--- src/rtl/dcc_pkg.sv ---
`timescale 1ns / 1ps
package dcc_pkg;

   localparam int LEAVES     = 4096;
   localparam int LEAF_BITS  = 12;
   localparam int MAX_CHAIN  = 10;
   localparam int TABLES     = MAX_CHAIN - 1;
   localparam int MEM_DEPTH  = TABLES * LEAVES;
   localparam int ADDR_BITS  = 16;
   localparam int LVL_W      = 4;
   localparam int VAL_W      = 13;
   localparam int POS_W      = 14;
   localparam int CNT_W      = 30;
   localparam logic [CNT_W-1:0] COUNT_MOD = 30'd1000000000;
   localparam logic [LVL_W-1:0] CHAIN_RESET = 4'd3;

   typedef enum logic [2:0] {
      ST_IDLE,
      ST_PCHK,
      ST_PACC,
      ST_UCHK,
      ST_UWR,
      ST_TOTAL,
      ST_FINISH,
      ST_CLEAR
   } dcc_state_type;

   typedef struct packed {
      logic accept;
      logic rd_prev;
      logic p_done;
      logic p_acc;
      logic u_done;
      logic u_write;
      logic add_total;
      logic emit;
      logic clr_write;
   } dcc_cmd_type;

   typedef struct packed {
      logic item_ok;
      logic pos_zero;
      logic p_last;
      logic pos_out;
      logic u_last;
      logic last_item;
      logic rsp_busy;
      logic clr_done;
   } dcc_status_type;

   function automatic logic [CNT_W-1:0] add_mod(input logic [CNT_W-1:0] a,
                                                input logic [CNT_W-1:0] b);
      logic [CNT_W:0] s;
      s = {1'b0, a} + {1'b0, b};
      if (s >= {1'b0, COUNT_MOD}) begin
         s = s - {1'b0, COUNT_MOD};
      end
      return s[CNT_W-1:0];
   endfunction

endpackage

--- src/rtl/dcc_ctrl.sv ---
`timescale 1ns / 1ps
module dcc_ctrl (
   input  logic                    clock,
   input  logic                    reset,
   input  logic                    req_tvalid,
   output logic                    req_tready,
   input  dcc_pkg::dcc_status_type sts,
   output dcc_pkg::dcc_cmd_type    cmd
);

   dcc_pkg::dcc_state_type state_ff, state_in;

   always_ff @(posedge clock) begin
      if (reset) begin
         state_ff <= dcc_pkg::ST_CLEAR;
      end else begin
         state_ff <= state_in;
      end
   end

   always_comb begin
      state_in   = state_ff;
      cmd        = '0;
      req_tready = 1'b0;
      unique case (state_ff)
         dcc_pkg::ST_IDLE: begin
            req_tready = 1'b1;
            if (req_tvalid) begin
               cmd.accept = 1'b1;
               state_in   = sts.item_ok ? dcc_pkg::ST_PCHK : dcc_pkg::ST_FINISH;
            end
         end
         dcc_pkg::ST_PCHK: begin
            cmd.rd_prev = 1'b1;
            if (sts.pos_zero) begin
               cmd.p_done = 1'b1;
               if (sts.p_last) begin
                  state_in = dcc_pkg::ST_UCHK;
               end
            end else begin
               state_in = dcc_pkg::ST_PACC;
            end
         end
         dcc_pkg::ST_PACC: begin
            cmd.rd_prev = 1'b1;
            cmd.p_acc   = 1'b1;
            state_in    = dcc_pkg::ST_PCHK;
         end
         dcc_pkg::ST_UCHK: begin
            if (sts.pos_out) begin
               cmd.u_done = 1'b1;
               if (sts.u_last) begin
                  state_in = dcc_pkg::ST_TOTAL;
               end
            end else begin
               state_in = dcc_pkg::ST_UWR;
            end
         end
         dcc_pkg::ST_UWR: begin
            cmd.u_write = 1'b1;
            state_in    = dcc_pkg::ST_UCHK;
         end
         dcc_pkg::ST_TOTAL: begin
            cmd.add_total = 1'b1;
            state_in      = dcc_pkg::ST_FINISH;
         end
         dcc_pkg::ST_FINISH: begin
            if (!sts.last_item) begin
               state_in = dcc_pkg::ST_IDLE;
            end else if (!sts.rsp_busy) begin
               cmd.emit = 1'b1;
               state_in = dcc_pkg::ST_CLEAR;
            end
         end
         dcc_pkg::ST_CLEAR: begin
            cmd.clr_write = 1'b1;
            if (sts.clr_done) begin
               state_in = dcc_pkg::ST_IDLE;
            end
         end
         default: begin
            state_in = dcc_pkg::ST_CLEAR;
         end
      endcase
   end

endmodule

--- config.mk ---
export PLATFORM = sky130hd
export DESIGN_NAME = dcc_ctrl
export DESIGN_NICKNAME = d
export VERILOG_FILES = /design/src/rtl/dcc_pkg.sv /design/src/rtl/dcc_ctrl.sv
export SDC_FILE = /design/constraint.sdc
export NUM_CORES = 1
export LEC_CHECK = 0
export ABC_AREA = 1
export BUFFER_PORTS_ARGS = -buffer_cell sky130_fd_sc_hd__buf_2
export CORE_AREA = 5 5 42 44
export DETAILED_ROUTE_END_ITERATION = 12
export DIE_AREA = 0 0 47 49
export PLACE_DENSITY_LB_ADDON = 0.05
export SYNTH_ARGS = -nofsm -noshare
export SYNTH_HDL_FRONTEND = slang
export SYNTH_SLANG_ARGS = --single-unit
export TNS_END_PERCENT = 1
--- constraint.sdc ---
create_clock -name clock -period 1.2 [get_ports clock]
set_input_delay 0.3 -clock clock [delete_from_list [all_inputs] [get_ports clock]]
set_output_delay 0.3 -clock clock [all_outputs]
set_load 0.01 [all_outputs]
==> results.json <==
{
  "outcome": "complete, but fails checks",
  "failed_checks": "setup timing",
  "post-route-cell-area_sq_um": 683.2,
  "worst_hold_slack_ps": 293.1,
  "buffer_ports.inserted": 20,
  "number_of_diodes": 0,
  "pin_count_of_the_biggest_net_entering_global_routing": 8,
  "die_height_um": 49,
  "grt_util_met2_pct": 17.65,
  "n_fill_cell": 161,
  "grt-ovfl-total": 0,
  "tightest_slew_margin_relative_to_the_limit_pct": 83.80,
  "required_ps": 900,
  "crit_path_start_kind": "flip-flop",
  "htreeDepth": 1,
  "die_area_sq_um": 2303,
  "placement.setup.worst_slack_ps": -43.19,
  "most-common-layout-cells": "buf_2, inv_1, nand2_1, nor2_2, buf_4",
  "setup_violations": 13,
  "cell_accounting_for_the_most_synthesized_area": "dfxtp_1",
  "syn-instance-count": 63,
  "drt_drc_violations_left": 0,
  "final_core_density_pct": 48.75,
  "cts_tree": "done",
  "synthSimpleGateAreaFrac_pct": 60.00,
  "tritoncts.num_buffers": 3,
  "grt_first_pass_wirelength_um": 2035,
  "start_util_pct": 30.36,
  "post_synth_num_cell_types": 22,
  "synth_adder_area_share_pct": 0,
  "final-seq-area_sq_um": 71.32,
  "critPathArrivalTime_ps": 1040,
  "clock_latency_late_sink_ps": 230,
  "finalWorstSetupSlack_ps": -142.2,
  "route.final.wire_length_um": 1093,
  "min_period_ps": 1342,
  "rsz_0062_raised_after_global_routing": "yes",
  "synth_top_family_by_area": "simple AND/OR/NAND/NOR gates",
  "clkTransAtPathRegs_ps": 40,
  "worstHoldPathType": "in2reg",
  "gr-usage-met1_pct": 14.88,
  "boundary_pin_count": 21,
  "tritoncts_num_sinks": 3,
  "biggestRegsByFlops": "state_ff: 3 flops",
  "fp-row-count": 14,
  "detail_route.first_pass.iterations": 4,
  "gpl.final_weighted_congestion": 0.7650,
  "yosys.area_share.xor_xnor_pct": 0,
  "finalNetCount": 106,
  "die_x_um": 47,
  "maxSlewViolCount": 0,
  "critPathCaptureType": "output pin",
  "crit_chain": "buf_6 -> nand4_1 -> inv_1 -> buf_2",
  "tightest_slew_ps": 242.8,
  "synth-seq-cells": 3,
  "worstPathMaxFanout": 6,
  "criticalPathCategory": "reg2out",
  "synthesis_warnings": 0,
  "vias_in_the_first_global_route": 478,
  "cell_area_reported_after_detailed_placement_sq_um": 590.6,
  "regToRegSetupSlack_ps": -50,
  "synth_seq_area_share_pct": 14.12,
  "via_per_inst": 4.645,
  "top_usage_layer": "met2",
  "fp.coreArea_sq_um": 1401,
  "final.period_utilization_pct": 111.8,
  "maxClockFrequency_mhz": 745.1,
  "largest_register_ffs": 3,
  "final_common_cell": "buf_2",
  "synth-compound-area-share_pct": 6.176,
  "timing.critical_path.slowest_cell_delay_ps": 400,
  "ir_drop_mv": 0.7229,
  "fraction_of_final_layout_cells_with_drive_strength_greater_than_1_pct": 60.64,
  "power.density_nw_per_um2": 2350,
  "routedWlPerCell_um": 9.936,
  "reg_with_most_ffs": "state_ff",
  "dp_hpwl_um": 856.4,
  "final_hold_viol_count": 0,
  "multi_input_comb_area_sq_um": 304.0,
  "via_count": 511,
  "totalNegativeSetupSlack_ps": -1065,
  "root_buffer": "clkbuf_4",
  "worst_clock_skew_ps": 4.722,
  "detailedRoute.firstIterationViolations": 3,
  "cts-hold-fix-buffers": 0,
  "postSynthNetCount": 74,
  "max_cap_violations": 0,
  "yosys-mux-area-fraction_pct": 0,
  "gr-usage-met3_pct": 2.952,
  "synth.area.top_cells": "dfxtp_1, inv_1, nand2_1",
  "grt_antenna_before_repair": 0,
  "critPathSlowestCell": "dfxtp_4",
  "route.antenna.remaining_nets": 0,
  "post-synth-top-area-fraction_pct": 14.12,
  "groute.usage.overall_pct": 11.88,
  "syn2layout_area_growth_pct": 60.59,
  "syn-cell-area_sq_um": 425.4,
  "clk_path_buf_depth": 2,
  "postSynthAreaPerCell_sq_um": 6.753,
  "power_leakage_nw": 0.3869
}
## critical path: cells and delay by family (launching register included)
family	cells	cell delay [ps]
buffers and inverters	3	310
DFF	1	400
and+or+nand+nor	1	100
## kinds of logic after synthesis
group                  count (synthesis)
flip-flops                             3
AND/OR/NAND/NOR                       39
AO/OA/AOI/OAI                          4
buffers and inverters                 17
## metrics by stage
step | std cells | power (W)
4_1_cts | 109 | 0.001594
3_3_place_gp | 102 | 0.001286
6_report | 110 | 0.001606
3_5_place_dp | 102 | 0.001272
5_1_grt | 110 | 0.001776
2_1_floorplan | 63 | 0.0009303
## layout make-up
type                    count  share of cell area (%)
multi-input cells          43                   44.51
inverters                  15                   10.44
repair buffers             29                   27.84
flip-flops and latches      3                   10.44
well taps                  16                   2.930
clock buffers               4                   3.846
## report_power, final
| group | internal (W) | switching [W] |
|---|---|---|
| registers | 0.000185 | 0.000146 |
| logic | 0.000540 | 0.000560 |
| clock network | 0.000125 | 0.0000507 |
## worst paths after layout
path	depth (start not counted)	startpoint	end
hold reg to reg	4	state_ff[1]	state_ff[1]
hold / removal	3	reset	state_ff[2]
setup reg to reg	8	state_ff[0]	state_ff[0]
setup / recovery	4	state_ff[0]	cmd[4]
## synth_stat cells
library cell	instances
a21oi_1	1
buf_6	2
dfxtp_1	3
inv_1	12
inv_2	1
inv_4	2
nand2_1	9
nand2_2	1
nand3_1	5
nand3_2	3
nand3_4	1
nand3b_1	1
nand3b_4	1
nand4_1	3
nor2_1	5
nor2_2	5
nor2_4	1
nor2_8	1
nor3_1	3
o21ai_0	1
o21ai_2	1
o21bai_1	1
## repair_timing
item | in CTS | in global routing
gates resized for setup | 17 | 2
setup buffers | 4 | 1
setup endpoints to repair | 12 | 13
pin swaps | 3 | 1
## metal layers
metal	vias to the layer above	share of wire [%]
li1	262	-
met1	235	38
met2	12	54
met3	2	6.4
met4	0	1.6
met5	-	0
No activity file was read; power rests on OpenSTA's default activity.
